## src/hdl/sdm_pkg.sv

```systemverilog
// shared types and constants for the signed divide and modulo pipeline
`timescale 1ns / 1ps

package sdm_pkg;

	// operand width and pipeline depth
	localparam int DataW   = 32;
	localparam int Steps   = DataW;
	localparam int Latency = Steps + 2;

	// operation codes carried in func
	localparam logic FUNC_QUO = 1'b0;
	localparam logic FUNC_REM = 1'b1;

	// one request
	typedef struct packed {
		logic                    func;
		logic signed [DataW-1:0] dividend;
		logic signed [DataW-1:0] divisor;
	} sdm_req_t;

	// one result
	typedef struct packed {
		logic signed [DataW-1:0] result;
		logic                    error;
	} sdm_rsp_t;

	// work carried between stages
	typedef struct packed {
		logic             func;
		logic             err;
		logic             q_neg;
		logic             r_neg;
		logic [DataW-1:0] rem;
		logic [DataW-1:0] quo;
		logic [DataW-1:0] dsr;
	} sdm_stage_t;

endpackage

```

## src/hdl/sdm_step.sv

```systemverilog
// one restoring division step, one quotient bit per stage
`timescale 1ns / 1ps

module sdm_step import sdm_pkg::*; (
	input  logic       clk,
	input  logic       arst_n,
	input  logic       vld,
	input  sdm_stage_t data_in,
	output logic       vld_out,
	output sdm_stage_t data_out
);

	logic [DataW:0]   rem_sh;
	logic [DataW:0]   trial;
	logic             q_bit;
	logic [DataW-1:0] rem_nx;
	logic             vld_s1;
	sdm_stage_t       data_s1;

	// shift in the next dividend bit and try the subtract
	always_comb begin
		rem_sh = {data_in.rem, data_in.quo[DataW-1]};
		trial  = rem_sh - {1'b0, data_in.dsr};
		q_bit  = ~trial[DataW];
		rem_nx = q_bit ? trial[DataW-1:0] : rem_sh[DataW-1:0];
	end

	// valid bit
	always_ff @(posedge clk or negedge arst_n) begin
		if (!arst_n) begin
			vld_s1 <= 1'b0;
		end else begin
			vld_s1 <= vld;
		end
	end

	// payload
	always_ff @(posedge clk) begin
		data_s1.func  <= data_in.func;
		data_s1.err   <= data_in.err;
		data_s1.q_neg <= data_in.q_neg;
		data_s1.r_neg <= data_in.r_neg;
		data_s1.rem   <= rem_nx;
		data_s1.quo   <= {data_in.quo[DataW-2:0], q_bit};
		data_s1.dsr   <= data_in.dsr;
	end

	assign vld_out  = vld_s1;
	assign data_out = data_s1;

endmodule

```

## config.mk

```make
export PLATFORM = sky130hd
export DESIGN_NAME = sdm_step
export DESIGN_NICKNAME = d
export VERILOG_FILES = /design/src/hdl/sdm_pkg.sv /design/src/hdl/sdm_step.sv
export SDC_FILE = /design/constraint.sdc
export NUM_CORES = 1
export LEC_CHECK = 0
export BUFFER_PORTS_ARGS = -buffer_cell sky130_fd_sc_hd__buf_2
export CAP_MARGIN = 20
export CORE_UTILIZATION = 25
export CTS_CLUSTER_SIZE = 16
export DETAILED_ROUTE_END_ITERATION = 16
export PLACE_DENSITY = 0.45
export SLEW_MARGIN = 25
export SYNTH_ARGS = -nofsm -noshare
export SYNTH_HDL_FRONTEND = slang
export SYNTH_SLANG_ARGS = --single-unit
```

## constraint.sdc

```tcl
create_clock -name clk -period 0.8 [get_ports clk]
set_input_delay 0.08 -clock clk [delete_from_list [all_inputs] [get_ports clk]]
set_output_delay 0.08 -clock clk [all_outputs]
set_load 0.1 [all_outputs]
```

# Yosys cells after proc, flatten, opt, wreduce, memory -nomap -nowiden
# Cells that the tools add are included.
[classes]
add_sub_neg = 1
n_mul = 0
div = 0
n_lt_le_gt_ge = 0
n_eq_ne = 0
shifts = 0
mux = 1
bitwise_logic = 1
reduce_logical = 0
[op_table]
columns = ["op", "count"]
rows = [
  ["$sub A33 B32 Y33", 1],
  ["$mux W32", 1],
  ["$not A1 Y1", 1],
]
[word_totals]
regBits = 101
latchBits = 0
ram_bits = 0
mem_bits_ro = 0
input_bits = 103
mem_count = 0

# Depth between registers and ports, before layout
# Gate-level depths: netlist (run 1).
[depth]
depth_word = 2
mapped_depth = 13
mapped_depth_nobuf = 12

# Worst setup path after synthesis (run 1)
# OpenSTA, ideal clock, no wires.
[synth_timing]
path_type = "input-to-reg"
start = "in data_in[16] in the netlist's numbering"
end = "reg data_s1 (netlist bit data_out[67])"
setup_ps = 121
arrival_time_ps = 2351
slack_ps = -1672
path_stages = 12
path_cell_list = "inv_1 -> ha_1 -> buf_6 -> a21oi_4 -> o211ai_1 -> a221o_1 -> a211o_1 -> o21a_1 -> o211ai_4 -> inv_2 -> buf_6 -> mux2_4"
[synth_between]
elab_chain_len = 2
[synth_rtl]
columns = ["item", "line", "source"]
rows = [
  ["from (decl)", "sdm_step.sv:8", "input sdm_stage_t data_in,"],
  ["$sub A33 B32 Y33", "sdm_step.sv:23", "trial = rem_sh - {1'b0, data_in.dsr};"],
  ["$mux W32", "sdm_step.sv:25", "rem_nx = q_bit ? trial[DataW-1:0] : rem_sh[DataW-1:0];"],
  ["via rem_nx[3]", "sdm_step.sv:16", "logic [DataW-1:0] rem_nx;"],
  ["to (decl)", "sdm_step.sv:18", "sdm_stage_t data_s1;"],
]
# The timed path passes the listed nets, and every way through them passes these cells.

# Worst setup path in the final report (run 1)
# Ends and elaborated chain as after synthesis.

==> results.py, run 1 <==
metrics = {
    "outcome": {
        "status": "finished, violations left",
        "violations": "negative setup slack",
    },
    "worst_setup_path": {
        "cp.required_ns": 1.05,
        "cp.arrival_ns": 2.39,
        "end_kind": "flop",
        "path_class": "primary input to flop",
        "cp-start-kind": "primary input",
        "critPathMaxFanout": 5,
    },
    "worst_hold_path": {
        "min_from": "data_in[77]",
        "hold_class": "primary input to flop",
        "min_to": "data_out[78]$_DFF_P_",
        "holdPathStages": 2,
    },
    "die": {
        "dieArea_mm2": 0.01846,
        "core.rowCount": 48,
        "die_y_um": 135.9,
        "core_mm2": 0.01742,
        "pin_count": 204,
        "start_util": 0.2573,
        "die_x_um": 135.9,
    },
    "timing": {
        "rsz0062_at_grt": "true",
        "max-slew-margin-rel": 0.7154,
        "fin_ws_ns": -1.349,
        "fmax_mhz": 465.3,
        "period_share": 2.686,
        "hold_violations": 0,
        "min_period_ns": 2.149,
        "drv_slew": 0,
        "setup_viol": 134,
        "tightest_slew_ns": 0.4225,
    },
    "logic_synthesis": {
        "synthesis.area_mm2": 0.004481,
        "avgSynthCellArea_um2": 9.719,
        "synth_flop_cell": "dfxtp_1",
        "synth-seq-cells": 101,
        "seq_area_frac_synth": 0.4524,
        "synth_edf_count": 0,
        "async_reset_ff_frac": 0.009901,
        "yosys.area.top_type": "dfxtp_1",
        "ys.warnings.count": 0,
        "ys_top_cells_by_area": "dfxtp_1, ha_1, mux2_4, a21oi_1, nand2_1",
        "syn_inst": 461,
        "synth_cell_type_count": 50,
        "synth_top_area_frac": 0.4468,
        "syn_nets": 597,
    },
    "final_layout": {
        "final_nets": 1015,
        "area_delta_synth_final_pct": 119.5,
        "diodes": 0,
        "fin_util": 0.5647,
        "final_cells": 1109,
        "drive_gt1_frac": 0.5803,
    },
    "cts": {
        "h-tree-depth": 3,
        "path_clk_slew_ns": 0.08,
        "cts_tree": "built",
        "clock-sinks": 101,
        "cts-buffers-inserted": 9,
        "clockRootBuffer": "clkbuf_16",
        "clk_path_buf_depth": 2,
    },
    "job": {
        "maxCapViolCount": 0,
    },
    "global_routing": {
        "overflow": 0,
        "grt_max_degree": 20,
        "grt_pass1_wl_um": 25220,
        "antenna_found_initial": 0,
        "grt_use_total": 0.1773,
        "grt_pass1_vias": 5124,
    },
    "power": {
        "vdd_drop_max_mv": 1.366,
        "p_per_area_mw_per_mm2": 2131,
        "leakage_uw": 0.004651,
        "totalPowerFinal_uw": 20960,
    },
    "routing": {
        "vias": 4886,
        "routedWlPerCell_um": 14.31,
        "drt_iter0_markers": 142,
        "firstDrtPassIters": 4,
        "drcViolationCount": 0,
        "routed_wl_um": 15870,
        "ant_nets": 0,
        "vias_per_cell": 4.406,
    },
    "place": {
        "placed_cells": 994,
        "numPortBuffers": 203,
        "hpwlAfterDp_um": 12070,
        "finalWeightedCongestion": 0.8731,
    },
}
cell type report:
class                      instances  area, um2
tap                              225      281.5
fill                            1479       7582
sequential                       101       2156
clock buffer                       9      225.2
multi-input combinational        303       2456
inverter                          42      167.7
clock inverter                     7      68.82
timing repair buffer             422       4479
worst max path at each step:
stage                      from                   end  slack (ns)  depth (start not counted)
global route        data_in[16]  data_out[90]$_DFF_P_       -1.44                         12
CTS                 data_in[76]  data_out[83]$_DFF_P_       -1.30                         12
global placement    data_in[63]  data_out[67]$_DFF_P_       -1.78                         13
finish              data_in[16]  data_out[67]$_DFF_P_       -1.35                         13
detailed placement   data_in[0]  data_out[72]$_DFF_P_       -1.87                         12
floorplan           data_in[79]  data_out[67]$_DFF_P_       -1.53                         11
critical path: stages:
cell	delay [ns]
buf_8	0.08
inv_6	0.03
ha_4	0.26
a21oi_4	0.13
o211ai_1	0.10
a221o_1	0.34
a211o_1	0.30
o211ai_1	0.29
o211ai_4	0.14
inv_4	0.10
buf_12	0.11
buf_8	0.12
mux2_4	0.30
synthesized netlist by cell type, types with 7 or more instances:
library cell  number
a21oi_1           34
xnor2_1           14
o21ai_0           24
dfxtp_1          100
nand3_1           11
clkbuf_1          11
nand4_1            7
a21o_1            15
inv_1             41
ha_1              32
o211ai_1           8
nor2_1            16
mux2_4            18
nand2_1           44
xor2_1            10
power by group:
group	leakage, uW	switching, uW	internal [uW]
combinational	0.00365	6010	4400
sequential	0.000856	478	5700
clock	0.000143	2180	2190
total	0.00465	8660	12300
through the flow:
step | instance area (um2) | worst slack (ns) | hold WS [ns] | setup TNS (ns)
3_3_place_gp | 8315 | -1.777 | -0.1451 | -56.09
4_1_cts | 9814 | -1.300 | 0.003377 | -57.98
6_report | 9834 | -1.349 | 0.02412 | -57.32
2_1_floorplan | 4705 | -1.528 | -0.2156 | -51.19
3_5_place_dp | 8315 | -1.874 | -0.1435 | -59.04
5_1_grt | 9834 | -1.436 | 0.02124 | -63.99
layer usage:
metal | part of all wire | track usage
met1 | 0.42 | 0.2059
met2 | 0.51 | 0.3163
met5 | 0 | 0
met3 | 0.053 | 0.04251
met4 | 0.019 | 0.05988
registers in the layout, summed over array words and instances, names as in the netlist:
| signal | cells |
|---|---|
| vld_out | 1 |
| data_out | 100 |
kinds of logic after synthesis:
kind of cell	after synthesis	share of synthesized area
XOR/XNOR	24	0.04691
adder cells (fa/ha/maj)	33	0.09383
AND/OR/NAND/NOR	108	0.1156
buffers and inverters	57	0.05306
multiplexers	18	0.06032
flip-flops	101	0.4524
AO/OA/AOI/OAI	120	0.1779
cell usage in the layout, fill, tap and decap left out, types with 5 or more instances in the layout:
master and count:
nand3_1 9, a21oi_1 27, dlygate4sd3_1 84, clkbuf_16 9, a21o_1 15, o21ai_0 21
buf_12 104, nor2b_1 5, xor2_1 10, nand4_1 7, o211ai_1 8, nand2_1 43
dfxtp_2 99, buf_2 98, ha_1 22, inv_1 36, and3_1 6, ha_4 10
buf_4 128, xnor2_1 14, o21bai_1 5, o21a_1 6, a21oi_2 6, nor2_1 15
mux2_4 18
what timing repair did:
action,CTS,global route
resized for setup,61,7
endpoints found under the hold margin,84,0
cloned,1,0
endpoints found under the setup margin,134,134
hold buffers,84,0
setup buffers,14,1
pin swaps,17,1
Note: power is estimated with default switching activity, not from simulation.
==> run 2: changes to the inputs <==
CTS_BUF_LIST = sky130_fd_sc_hd__clkbuf_8   (was not set)
PLACE_DENSITY = 0.47   (was 0.45)
clock period = 1.8 ns   (was 0.8 ns; I/O delays follow)
==> run 2 against run 1 <==
Sequential power decreased by 59%; critical path depth decreased by 1; flip-flop and latch count stayed put; clock power shrank 65%; via count down 2.3%; the flow still finishes with violations (negative setup slack); hold slack got worse by 0.012 ns; wire length decreased by 3.4%; combinational power down 62%; first-iteration DRC count is 23% higher; die area unchanged; cell count fell by 0.36%.
==> results.py, run 2 (same netlist as run 1, synthesis figures left out) <==
metrics = {
    "final_layout": {
        "fill_cells": 1721,
        "mostFrequentLayoutCells": "buf_2, buf_4, dfxtp_1",
        "diodes": 0,
        "mostFrequentLayoutCell": "buf_2",
        "area_delta_synth_final_pct": 81.29,
        "fin_area_mm2": 0.008123,
        "final_nets": 1011,
        "largest_reg_flops": 100,
        "drive_gt1_frac": 0.4761,
        "final_cells": 1105,
    },
    "timing": {
        "rsz0062_at_grt": "true",
        "hold_violations": 0,
        "min_period_ns": 2.223,
        "fmax_mhz": 449.8,
        "period_share": 1.235,
        "hold_slack_ns": 0.01244,
        "tightest_slew_ns": 0.5274,
        "fin_ws_ns": -0.4232,
        "max-slew-margin-rel": 0.6508,
        "drv_slew": 0,
        "setup_viol": 32,
    },
    "outcome": {
        "status": "finished, violations left",
        "violations": "negative setup slack",
    },
    "worst_setup_path": {
        "path_cells": "buf_6 -> ha_4 -> a21oi_4 -> o211ai_1 -> a221o_1 -> a211o_1 -> o21a_1 -> o211ai_4 -> inv_4 -> buf_12 -> buf_12 -> mux2_4",
        "cp.required_ns": 2.09,
        "crit_path_start": "data_in[79]",
        "slowest_stage": "a221o_1",
        "cp-start-kind": "primary input",
        "critPathMaxFanout": 7,
        "cpPeakStageDelay_ns": 0.36,
        "end_kind": "flop",
        "cp.arrival_ns": 2.51,
        "path_class": "primary input to flop",
        "crit_top_cell": "buf_12",
    },
    "cts": {
        "clock-sinks": 101,
        "cts_tree": "built",
        "path_clk_slew_ns": 0.13,
        "clk_path_buf_depth": 2,
        "cts-buffers-inserted": 9,
        "clockRootBuffer": "clkbuf_8",
        "h-tree-depth": 3,
    },
    "power": {
        "vdd_drop_max_mv": 0.5576,
        "totalPowerFinal_uw": 7983,
        "p_sw_frac": 0.4643,
        "p_switching_uw": 3707,
        "power_frac_clock": 0.192,
        "p_per_area_mw_per_mm2": 982.8,
        "p_comb_frac": 0.491,
        "leakage_uw": 0.004064,
        "pwr-share-seq": 0.317,
        "p_int_uw": 4276,
    },
    "routing": {
        "ant_nets": 0,
        "firstDrtPassIters": 4,
        "drt_iter0_markers": 175,
        "routedWlPerCell_um": 13.87,
        "vias": 4774,
        "vias_per_cell": 4.320,
        "routed_wl_um": 15330,
        "drcViolationCount": 0,
    },
    "place": {
        "hpwlAfterDp_um": 11420,
        "numPortBuffers": 203,
        "placed_area_mm2": 0.006685,
        "placed_cells": 991,
        "finalWeightedCongestion": 0.8134,
        "pre_cts_ws_ns": -0.9338,
    },
    "die": {
        "pin_count": 204,
        "core.rowCount": 48,
        "start_util": 0.2573,
        "core_mm2": 0.01742,
        "dieArea_mm2": 0.01846,
        "die_y_um": 135.9,
        "die_x_um": 135.9,
    },
    "global_routing": {
        "grt_pass1_wl_um": 23360,
        "overflow": 0,
        "grt_use_total": 0.1648,
        "grt_max_degree": 22,
        "grt_pass1_vias": 4801,
        "antenna_found_initial": 0,
    },
    "worst_hold_path": {
        "holdPathStages": 2,
        "hold_class": "primary input to flop",
        "min_to": "data_out[85]$_DFF_P_",
        "min_from": "data_in[84]",
    },
    "job": {
        "maxCapViolCount": 0,
    },
}
## run 2: cell count changes in the layout (fill, tap and decap cells not counted), moves of 3 or more
cell | previous run | this run
dfxtp_2 | 99 | 0
buf_6 | 4 | 8
dfxtp_1 | 0 | 100
o21ai_0 | 21 | 18
clkbuf_16 | 9 | 0
buf_12 | 104 | 4
clkbuf_8 | 0 | 9
dlygate4sd3_1 | 84 | 78
buf_2 | 98 | 198
## run 2: per-stage QoR
step	utilization	setup TNS (ns)
finish	0.4664	-11.53
global route	0.4664	-13.69
CTS	0.4547	-9.423
detailed placement	0.3838	-29.01
global placement	0.3838	-27.48
floorplan	-	-18.02
## run 2: cell type report
cell class / instances / area (um2) / share of cell area
Inverter: 42 / 165.2 / 0.02033
Sequential cell: 101 / 2027 / 0.2495
Clock buffer: 9 / 123.9 / 0.01525
Clock inverter: 7 / 88.84 / 0.01094
Timing Repair Buffer: 418 / 2933 / 0.3611
Multi-Input combinational cell: 303 / 2504 / 0.3082
Tap cell: 225 / 281.5 / 0.03466
## run 2: critical path, delay by kind of cell
kind / cells / cell delay (ns)
muxes: 1 / 0.29
adders and majority gates: 1 / 0.26
AOI/OAI and AO/OA: 6 / 1.34
buffers and inverters: 4 / 0.44
## run 2: worst max-delay path by stage
stage	end	slack, ns	cells past startpoint
after floorplan	data_out[67]$_DFF_P_	-0.63	11
after global placement	data_out[88]$_DFF_P_	-0.89	13
after global routing	data_out[82]$_DFF_P_	-0.48	12
after detailed placement	data_out[95]$_DFF_P_	-0.93	12
after CTS	data_out[92]$_DFF_P_	-0.35	12
final	data_out[92]$_DFF_P_	-0.42	12
## run 2: timing repair
item	in CTS	in global routing
hold buffers	75	3
gates cloned	1	0
endpoints found under the setup margin	33	33
pin swaps	15	16
gates resized for setup	32	28
setup buffers	11	10
endpoints found under the hold margin	75	3
## run 2: layer usage
metal	global-route usage	vias to the layer above	wire [um]
met5	0	-	0
met2	0.2934	144	7515
li1	-	2427	-
met1	0.1992	2190	6863
met3	0.03691	13	766
met4	0.04074	0	185
## run 2: power groups by stage
| stage | logic (uW) | clock network [uW] | registers [uW] |
|---|---|---|---|
| after global routing | 4120 | 1670 | 2560 |
| after detailed placement | 3560 | 0 | 2590 |
| after floorplan | 882 | 0 | 4360 |
| after CTS | 3840 | 1600 | 2540 |
| after global placement | 3540 | 0 | 2590 |
| final | 3920 | 1530 | 2530 |
