**src/hdl/sdm_pkg.sv**
```systemverilog
// shared types and constants for the signed divide and modulo pipeline
`timescale 1ns / 1ps

package sdm_pkg;

	// operand width and pipeline depth
	localparam int DataW   = 32;
	localparam int Steps   = DataW;
	localparam int Latency = Steps + 2;

	// operation codes carried in func
	localparam logic FUNC_QUO = 1'b0;
	localparam logic FUNC_REM = 1'b1;

	// one request
	typedef struct packed {
		logic                    func;
		logic signed [DataW-1:0] dividend;
		logic signed [DataW-1:0] divisor;
	} sdm_req_t;

	// one result
	typedef struct packed {
		logic signed [DataW-1:0] result;
		logic                    error;
	} sdm_rsp_t;

	// work carried between stages
	typedef struct packed {
		logic             func;
		logic             err;
		logic             q_neg;
		logic             r_neg;
		logic [DataW-1:0] rem;
		logic [DataW-1:0] quo;
		logic [DataW-1:0] dsr;
	} sdm_stage_t;

endpackage

```
**src/hdl/sdm_post.sv**
```systemverilog
// output stage: sign restore, select and divide-by-zero override
`timescale 1ns / 1ps

module sdm_post import sdm_pkg::*; (
	input  logic       clk,
	input  logic       arst_n,
	input  logic       vld,
	input  sdm_stage_t data_in,
	output logic       vld_out,
	output sdm_rsp_t   rsp_out
);

	logic [DataW-1:0] quo_sgn;
	logic [DataW-1:0] rem_sgn;
	sdm_rsp_t         rsp_nx;
	logic             vld_s1;
	sdm_rsp_t         rsp_s1;

	// quotient sign from both operands, remainder sign from the dividend
	always_comb begin
		quo_sgn = data_in.q_neg ? ({DataW{1'b0}} - data_in.quo) : data_in.quo;
		rem_sgn = data_in.r_neg ? ({DataW{1'b0}} - data_in.rem) : data_in.rem;
		rsp_nx.error = data_in.err;
		if (data_in.err) begin
			rsp_nx.result = '0;
		end else if (data_in.func == FUNC_REM) begin
			rsp_nx.result = rem_sgn;
		end else begin
			rsp_nx.result = quo_sgn;
		end
	end

	// strobe
	always_ff @(posedge clk or negedge arst_n) begin
		if (!arst_n) begin
			vld_s1 <= 1'b0;
		end else begin
			vld_s1 <= vld;
		end
	end

	// result register
	always_ff @(posedge clk) begin
		rsp_s1 <= rsp_nx;
	end

	assign vld_out = vld_s1;
	assign rsp_out = rsp_s1;

endmodule

```
**config.mk**
```make
export PLATFORM = sky130hd
export DESIGN_NAME = sdm_post
export DESIGN_NICKNAME = d
export VERILOG_FILES = /design/src/hdl/sdm_pkg.sv /design/src/hdl/sdm_post.sv
export SDC_FILE = /design/constraint.sdc
export NUM_CORES = 1
export LEC_CHECK = 0
export BUFFER_PORTS_ARGS = -buffer_cell sky130_fd_sc_hd__buf_2
export CAP_MARGIN = 10
export CORE_MARGIN = 8
export CORE_UTILIZATION = 49
export CTS_CLUSTER_DIAMETER = 200
export CTS_CLUSTER_SIZE = 40
export DETAILED_ROUTE_END_ITERATION = 8
export PLACE_DENSITY = 0.92
export SLEW_MARGIN = 20
export SYNTH_ARGS = -nofsm -noshare
export SYNTH_HDL_FRONTEND = slang
export SYNTH_SLANG_ARGS = --single-unit
```
**constraint.sdc**
```tcl
create_clock -name clk -period 0.8 [get_ports clk]
set_input_delay 0.04 -clock clk [delete_from_list [all_inputs] [get_ports clk]]
set_output_delay 0.04 -clock clk [all_outputs]
set_load 0.02 [all_outputs]
```
==> summary.txt, run 1 <==
================================================================================
Fraction of synthesized cell area taken by the top area cell type .       25.21%
Number of library cell types mapped by synthesis ..................           49
Htree depth .......................................................            2
Setup slack at placement ..........................................    -1.169 ns
Number of enable flip-flop cells after synthesis ..................            0
Synth Register Bits ...............................................           34
CTS Hold Buffers Added ............................................            2
Cell with the most instances after synthesis ......................       xor2_1
Syn. warnings .....................................................            0
Standard-cell row count ...........................................           26
IO Port Bufs ......................................................          104
Number of buffers on the longest clock path .......................            2
Proportion of synthesized chip area in sequential cells ...........       26.17%
Initial core utilization ..........................................       50.97%
Inserted Clock Buffers ............................................            5
Status ............................................................ did not finish
Cts repair resizes ................................................          152
Cell area after technology mapping ................................ 0.002620 mm^2
Cell type with the largest total area after synthesis .............      dfxtp_1
Error message ..................................................... [ERROR DPL-0038] Utilization greater than 100%, impossible to legalize
Placer Congestion .................................................        1.022
Mean Syn Cell Area ................................................   7.964 um^2
Number of primary I/O pins ........................................          137
Horizontal die dimension ..........................................     89.12 um
HPWL Detailed .....................................................     10.52 mm
Number of instances in the synthesized netlist ....................          329
Ranking of synthesized cells by area .............................. dfxtp_1 (25%), xor2_1 (11%), o41ai_1 (5.7%)
Last stage reached ................................................ clock tree synthesis (4_1_cts)
Die Y .............................................................     89.12 um
Setup repair bufs after CTS .......................................           19
Share of synthesized flip-flops with an asynchronous set or reset .       2.941%
Predominant post-synthesis flop cell ..............................      dfxtp_1
Post-synth top cells .............................................. xor2_1 (34), dfxtp_1 (33), nor2_1 (25)
Clock sink count ..................................................           34
CTS Root Buffer Type ..............................................     clkbuf_8
Net count after synthesis .........................................          434
================================================================================
## metrics by stage
stage	std cells	area, um^2
floorplan	329	3048
global placement	607	4420
detailed placement	607	4420
## cells by family after synthesis
kind of cell	Yosys count	synth area share (%)
DFF	34	26.17
muxes	9	3.677
xor gates and xnor gates	45	15.04
AOI/OAI and AO/OA	88	23.97
and+or+nand+nor	123	26.12
adders and majority gates	2	0.9550
buffers and inverters	28	4.059
==> run 2: changes to the inputs <==
CORE_UTILIZATION = 40   (was 49)
CTS_CLUSTER_DIAMETER = default   (was 200)
CTS_CLUSTER_SIZE = default   (was 40)
PLACE_DENSITY = default   (was 0.92)
PLACE_DENSITY_LB_ADDON = 0.15   (was default)
==> summary.txt, run 2 <==
================================================================================
Inserted Clock Buffers ............................................            5
Status ............................................................ finished with violations
Predominant post-synthesis flop cell ..............................      dfxtp_1
Number of filler instances in the final layout ....................          243
Max Slew Vio Count ................................................            0
Largest register FFs ..............................................           33
Finished layout cell area ......................................... 0.005796 mm^2
Overall via count from detail_route ...............................         4278
Routed length on met1 .............................................     5.651 mm
Path category of the worst min-delay check ........................    in -> reg
Ranking of synthesized cells by area .............................. dfxtp_1 (25%), xor2_1 (11%), o41ai_1 (5.7%)
Post-route DRC violation count ....................................            0
Net switching power ...............................................   0.002270 W
Number of library cell types mapped by synthesis ..................           49
Start point of the worst hold path ................................  data_in[98]
Final critical-path setup slack ...................................   -0.8866 ns
CP required .......................................................      0.98 ns
Switching share of power ..........................................       36.56%
Max-cap violation count ...........................................            0
Critical path endpoint category ...................................     register
Worst Hold Slack ..................................................   0.02445 ns
Largest net degree at the start of global routing .................           18
Layout cell share with drive strength beyond 1 ....................       66.49%
Global Route Usage Sum ............................................       26.73%
Minimum clock period ..............................................     1.687 ns
Final antenna-violating net count .................................            0
Routed length per placed instance .................................     24.87 um
Crit Path Max Fanout ..............................................            7
Area share of and/or/nand/nor cells after synthesis ...............       26.12%
Nets ..............................................................          683
Htree depth .......................................................            2
Wire length on met2 ...............................................     7.719 mm
Number of buffers on the longest clock path .......................            2
Failing checks .................................................... negative setup slack
Placer Congestion .................................................       0.9997
Area overhead of the layout relative to synthesis .................       121.2%
Clock tree from TritonCTS .........................................        built
Number of primary I/O pins ........................................          137
Standard-cell row count ...........................................           29
Critical path type ................................................    in -> reg
Total congestion overflow after global routing ....................            0
Antenna violations before repair ..................................            1
DRT iter0 DRCs ....................................................          442
Clock sink count ..................................................           34
Clk slew on worst S/H paths .......................................      0.08 ns
Cell type with the largest total area after synthesis .............      dfxtp_1
Top metal layer carrying routed signals ...........................         met4
Cell area reported after detailed placement ....................... 0.004519 mm^2
Drt total wl ......................................................     16.34 mm
Pwr Density ....................................................... 1071 mW/mm^2
Mean Syn Cell Area ................................................   7.964 um^2
Arr. time, crit path ..............................................      1.87 ns
Fraction of power consumed by combinational cells .................        45.2%
Dominant combinational cell family by area after synthesis ........ simple AND/OR/NAND/NOR gates
Share of synthesized flip-flops with an asynchronous set or reset .       2.941%
Number of enable flip-flop cells after synthesis ..................            0
Number of instances in the synthesized netlist ....................          329
Flop pwr share ....................................................        31.3%
Worst Max-Slew Pin Slew ...........................................    0.5703 ns
HPWL Detailed .....................................................     8.974 mm
Total iterations of the first detailed-routing run ................            6
Die Y .............................................................     96.93 um
Core Region ....................................................... 0.006350 mm^2
Number of hold violations in the final report .....................            0
Fraction of synthesized cell area taken by the top area cell type .       25.21%
Number of vias per cell after detailed routing ....................        6.511
Die area .......................................................... 0.009395 mm^2
Most frequent cells in the layout ................................. buf_4 (128), buf_6 (65), buf_2 (57)
Horizontal die dimension ..........................................     96.93 um
Overall power .....................................................   0.006209 W
Placed Cells incl. Taps ...........................................          626
Final cell count without fillers ..................................          657
XOR/XNOR share of the synthesized area ............................       15.04%
Post-synth top cells .............................................. xor2_1 (34), dfxtp_1 (33), nor2_1 (25)
P_int .............................................................   0.003939 W
Adder-cell area share of the yosys netlist ........................      0.9551%
Syn. warnings .....................................................            0
Number of global-route vias before repair .........................         4120
Net count after synthesis .........................................          434
Initial core utilization ..........................................       41.26%
Timing startpoint of the critical path ............................  data_in[42]
Most common library cell in the layout ignoring fill and taps .....        buf_4
CTS Root Buffer Type ..............................................     clkbuf_8
IO Port Bufs ......................................................          104
Critical path launch point type ...................................    input pin
Clk network pwr share .............................................        23.5%
Portion of netlist area occupied by mux cells .....................       3.677%
Synth Register Bits ...............................................           34
Proportion of synthesized chip area in sequential cells ...........       26.17%
Maximum ir drop on the vdd rail ...................................    0.9381 mV
Cell with the most instances after synthesis ......................       xor2_1
Total of endpoints with negative setup slack in the final report ..           34
Setup repair after global routing missed its margin ...............          yes
Post-synthesis compound-gate area fraction ........................       23.97%
Setup total negative slack ........................................    -16.29 ns
Worst-case headroom to the max-slew limit .........................       61.63%
First-pass GRT wire length ........................................     20.78 mm
Cell area after technology mapping ................................ 0.002620 mm^2
Final Cycle Share .................................................       210.8%
Static leakage ....................................................     2.573 nW
Met3 wire len .....................................................     1.700 mm
Fmax achieved .....................................................   0.5929 GHz
================================================================================
-- run 2: cell counts after synthesis --
Identical to the previous run, type by type.
-- run 2: cells by family after synthesis --
kind of cell	Yosys count
AO/OA/AOI/OAI	88
XOR/XNOR	45
adder cells (fa/ha/maj)	2
buffers and inverters	28
flip-flops	34
multiplexers	9
AND/OR/NAND/NOR	123
-- run 2: routing by layer --
| layer | global-route usage [%] | up-vias |
|---|---|---|
| met5 | 0 | - |
| met4 | 12.90 | 0 |
| met3 | 6.686 | 147 |
| met2 | 46.35 | 404 |
| met1 | 29.70 | 1975 |
| li1 | - | 1752 |
-- run 2: final timing paths --
check	end	slack, ns	cells past startpoint
worst max-delay path	rsp_out[26]	-0.89	7
worst min-delay path	rsp_out[0]	0.02	2
max in group asynchronous	vld_out	0.69	2
min in group asynchronous	vld_out	0.03	2
-- run 2: power groups by stage --
stage               combinational, W  sequential, W  clock (W)
finish                       0.00281        0.00194    0.00146
detailed placement           0.00203        0.00192          0
global placement             0.00200        0.00192          0
CTS                          0.00236        0.00190    0.00142
floorplan                   0.000776        0.00213          0
global route                 0.00291        0.00195    0.00153
-- run 2: repair_timing --
action | CTS | global route
hold buffers | 3 | 0
endpoints found under the hold margin | 3 | 0
pin swaps | 63 | 39
buffers inserted | 11 | 10
resized for setup | 119 | 106
endpoints found under the setup margin | 51 | 63
-- run 2: through the flow --
step / worst slack (ns) / util, %
floorplan: -1.063 / -
global route: -0.9768 / 91.27
finish: -0.8866 / 91.27
global placement: -1.102 / 71.17
CTS: -0.7975 / 83.72
detailed placement: -1.148 / 71.17
-- run 2: layout make-up --
type                            instances  area [um^2]  share of cell area, %
Multi-Input combinational cell        267         2684                  46.31
Timing Repair Buffer                  261         2138                  36.90
Sequential cell                        34        714.4                  12.33
Tap cell                               77        96.34                  1.662
Clock buffer                            7        86.33                  1.490
Inverter                                9        68.82                  1.187
Clock inverter                          1        5.005                0.08636
Antenna cell                            1        2.502                0.04318
-- run 2: worst max-delay path: stages --
cell and delay (ns):
buf_2 0.12, nor3_4 0.30, nand4_1 0.28, buf_4 0.29, o41ai_1 0.46, xor2_1 0.23, o22ai_1 0.14
Note: power is estimated with default switching activity, not from simulation.
==> run 3: changes to the inputs <==
CORE_ASPECT_RATIO = 1.5   (was default)
SKIP_LAST_GASP = 1   (was default)
==> summary.txt, run 3 (same netlist as run 2, synthesis figures left out) <==
===============================================================================
Largest net degree at the start of global routing ................           20
Placer Congestion ................................................       0.8847
Horizontal die dimension .........................................     82.08 um
Fraction of power consumed by combinational cells ................        42.7%
Die Y ............................................................     115.1 um
Post-Route Utilization ...........................................       89.55%
Cell area reported after detailed placement ...................... 0.004476 mm^2
Finished layout cell area ........................................ 0.005768 mm^2
Number of buffers on the longest clock path ......................            2
Critical path launch point type ..................................    input pin
Start point of the worst hold path ...............................  data_in[32]
Nets .............................................................          681
Die area ......................................................... 0.009449 mm^2
CP required ......................................................      0.95 ns
P_int ............................................................   0.004253 W
Switching share of power .........................................       33.94%
Minimum clock period .............................................     1.694 ns
Most common library cell in the layout ignoring fill and taps ....        buf_4
Overall power ....................................................   0.006439 W
Largest register FFs .............................................           33
Initial core utilization .........................................       40.68%
Total of endpoints with negative setup slack in the final report .           35
Worst Max-Slew Pin Slew ..........................................    0.4710 ns
Worst-case headroom to the max-slew limit ........................       68.19%
Crit Path Max Fanout .............................................            2
Clk network pwr share ............................................        26.9%
Setup total negative slack .......................................    -17.40 ns
Overall via count from detail_route ..............................         4110
Net switching power ..............................................   0.002185 W
Setup repair after global routing missed its margin ..............          yes
Routed length per placed instance ................................     24.06 um
Maximum ir drop on the vdd rail ..................................    0.9198 mV
First-pass GRT wire length .......................................     19.25 mm
Clock sink count .................................................           34
Number of primary I/O pins .......................................          137
Antenna violations before repair .................................            1
Total congestion overflow after global routing ...................            0
Number of hold violations in the final report ....................            0
Clk slew on worst S/H paths ......................................      0.08 ns
Arr. time, crit path .............................................      1.85 ns
Critical path type ...............................................    in -> reg
Clock tree from TritonCTS ........................................        built
Htree depth ......................................................            2
Flop pwr share ...................................................        30.3%
Critical path endpoint category ..................................     register
Post-route DRC violation count ...................................            0
Hold path depth ..................................................            3
Total iterations of the first detailed-routing run ...............            5
Pwr Density ...................................................... 1116 mW/mm^2
Core Region ...................................................... 0.006441 mm^2
Drt total wl .....................................................     15.71 mm
Fmax achieved ....................................................   0.5904 GHz
Final Cycle Share ................................................       211.7%
Global Route Usage Sum ...........................................       26.19%
Static leakage ...................................................     2.558 nW
Failing checks ................................................... negative setup slack
Max-cap violation count ..........................................            0
HPWL Detailed ....................................................     9.403 mm
Path category of the worst min-delay check .......................    in -> reg
DRT iter0 DRCs ...................................................          456
Status ........................................................... finished with violations
Standard-cell row count ..........................................           36
Area overhead of the layout relative to synthesis ................       120.2%
Final critical-path setup slack ..................................   -0.8937 ns
Capture endpoint of the worst hold path ..........................   rsp_out[1]
Number of vias per cell after detailed routing ...................        6.294
Number of filler instances in the final layout ...................          262
IO Port Bufs .....................................................          104
Number of global-route vias before repair ........................         3909
Most frequent cells in the layout ................................ buf_4 (124), buf_6 (68), buf_2 (56)
Layout cell share with drive strength beyond 1 ...................       66.20%
CTS Root Buffer Type .............................................     clkbuf_8
Inserted Clock Buffers ...........................................            5
Final antenna-violating net count ................................            0
Antenna cell count ...............................................            0
Max Slew Vio Count ...............................................            0
===============================================================================
==> run 3: area by class of cell <==
type / count / area [um^2] / area share (%)
Tap cell: 76 / 95.09 / 1.649
Inverter: 9 / 68.82 / 1.193
Sequential cell: 34 / 716.9 / 12.43
Multi-Input combinational cell: 267 / 2624 / 45.49
Clock buffer: 7 / 86.33 / 1.497
Clock inverter: 1 / 30.03 / 0.5206
Timing Repair Buffer: 259 / 2147 / 37.22
==> run 3: timing repair <==
item,CTS,global route
pin swaps,45,43
setup endpoints to repair,61,61
endpoints found under the hold margin,2,0
setup buffers,9,16
hold buffers,2,0
resized for setup,128,99
==> run 3: power by group through the flow <==
stage                     registers, W  logic [W]  clock network (W)
final                          0.00195    0.00275            0.00173
after global routing           0.00196    0.00286            0.00181
after CTS                      0.00191    0.00237            0.00173
after detailed placement       0.00192    0.00203                  0
after global placement         0.00192    0.00201                  0
after floorplan                0.00213   0.000776                  0
==> run 3: worst max path at each step <==
stage          slack [ns]  cells past startpoint          end        start
6_report            -0.89                      9  rsp_out[24]  data_in[54]
5_1_grt             -0.95                      9  rsp_out[24]  data_in[54]
4_1_cts             -0.81                      6  rsp_out[28]  data_in[83]
3_5_place_dp        -1.15                      6  rsp_out[30]  data_in[83]
3_3_place_gp        -1.12                      6  rsp_out[30]  data_in[83]
2_1_floorplan       -1.06                      6  rsp_out[28]  data_in[83]
==> run 3: metrics by stage <==
step,hold slack (ns),setup WS (ns),cells
after floorplan,-0.2556,-1.063,329
after global placement,-0.1861,-1.116,621
after detailed placement,-0.1851,-1.152,621
after CTS,0.01464,-0.8056,639
after global routing,0.02295,-0.9470,653
final,0.01055,-0.8937,653
==> run 3: critical path, stage by stage <==
cell,delay (ns)
buf_6,0.09
buf_4,0.13
buf_4,0.14
nor4_2,0.35
nand2_1,0.10
o41ai_1,0.34
buf_4,0.19
mux2i_1,0.26
o21ai_0,0.20
==> run 3: routing by layer <==
layer | vias to the layer above | GRT usage [%] | wire (um)
met5 | - | 0 | 13
met4 | 2 | 12.47 | 1061
met3 | 89 | 4.695 | 1254
met2 | 288 | 47.99 | 8098
met1 | 1982 | 27.28 | 5285
li1 | 1749 | - | -
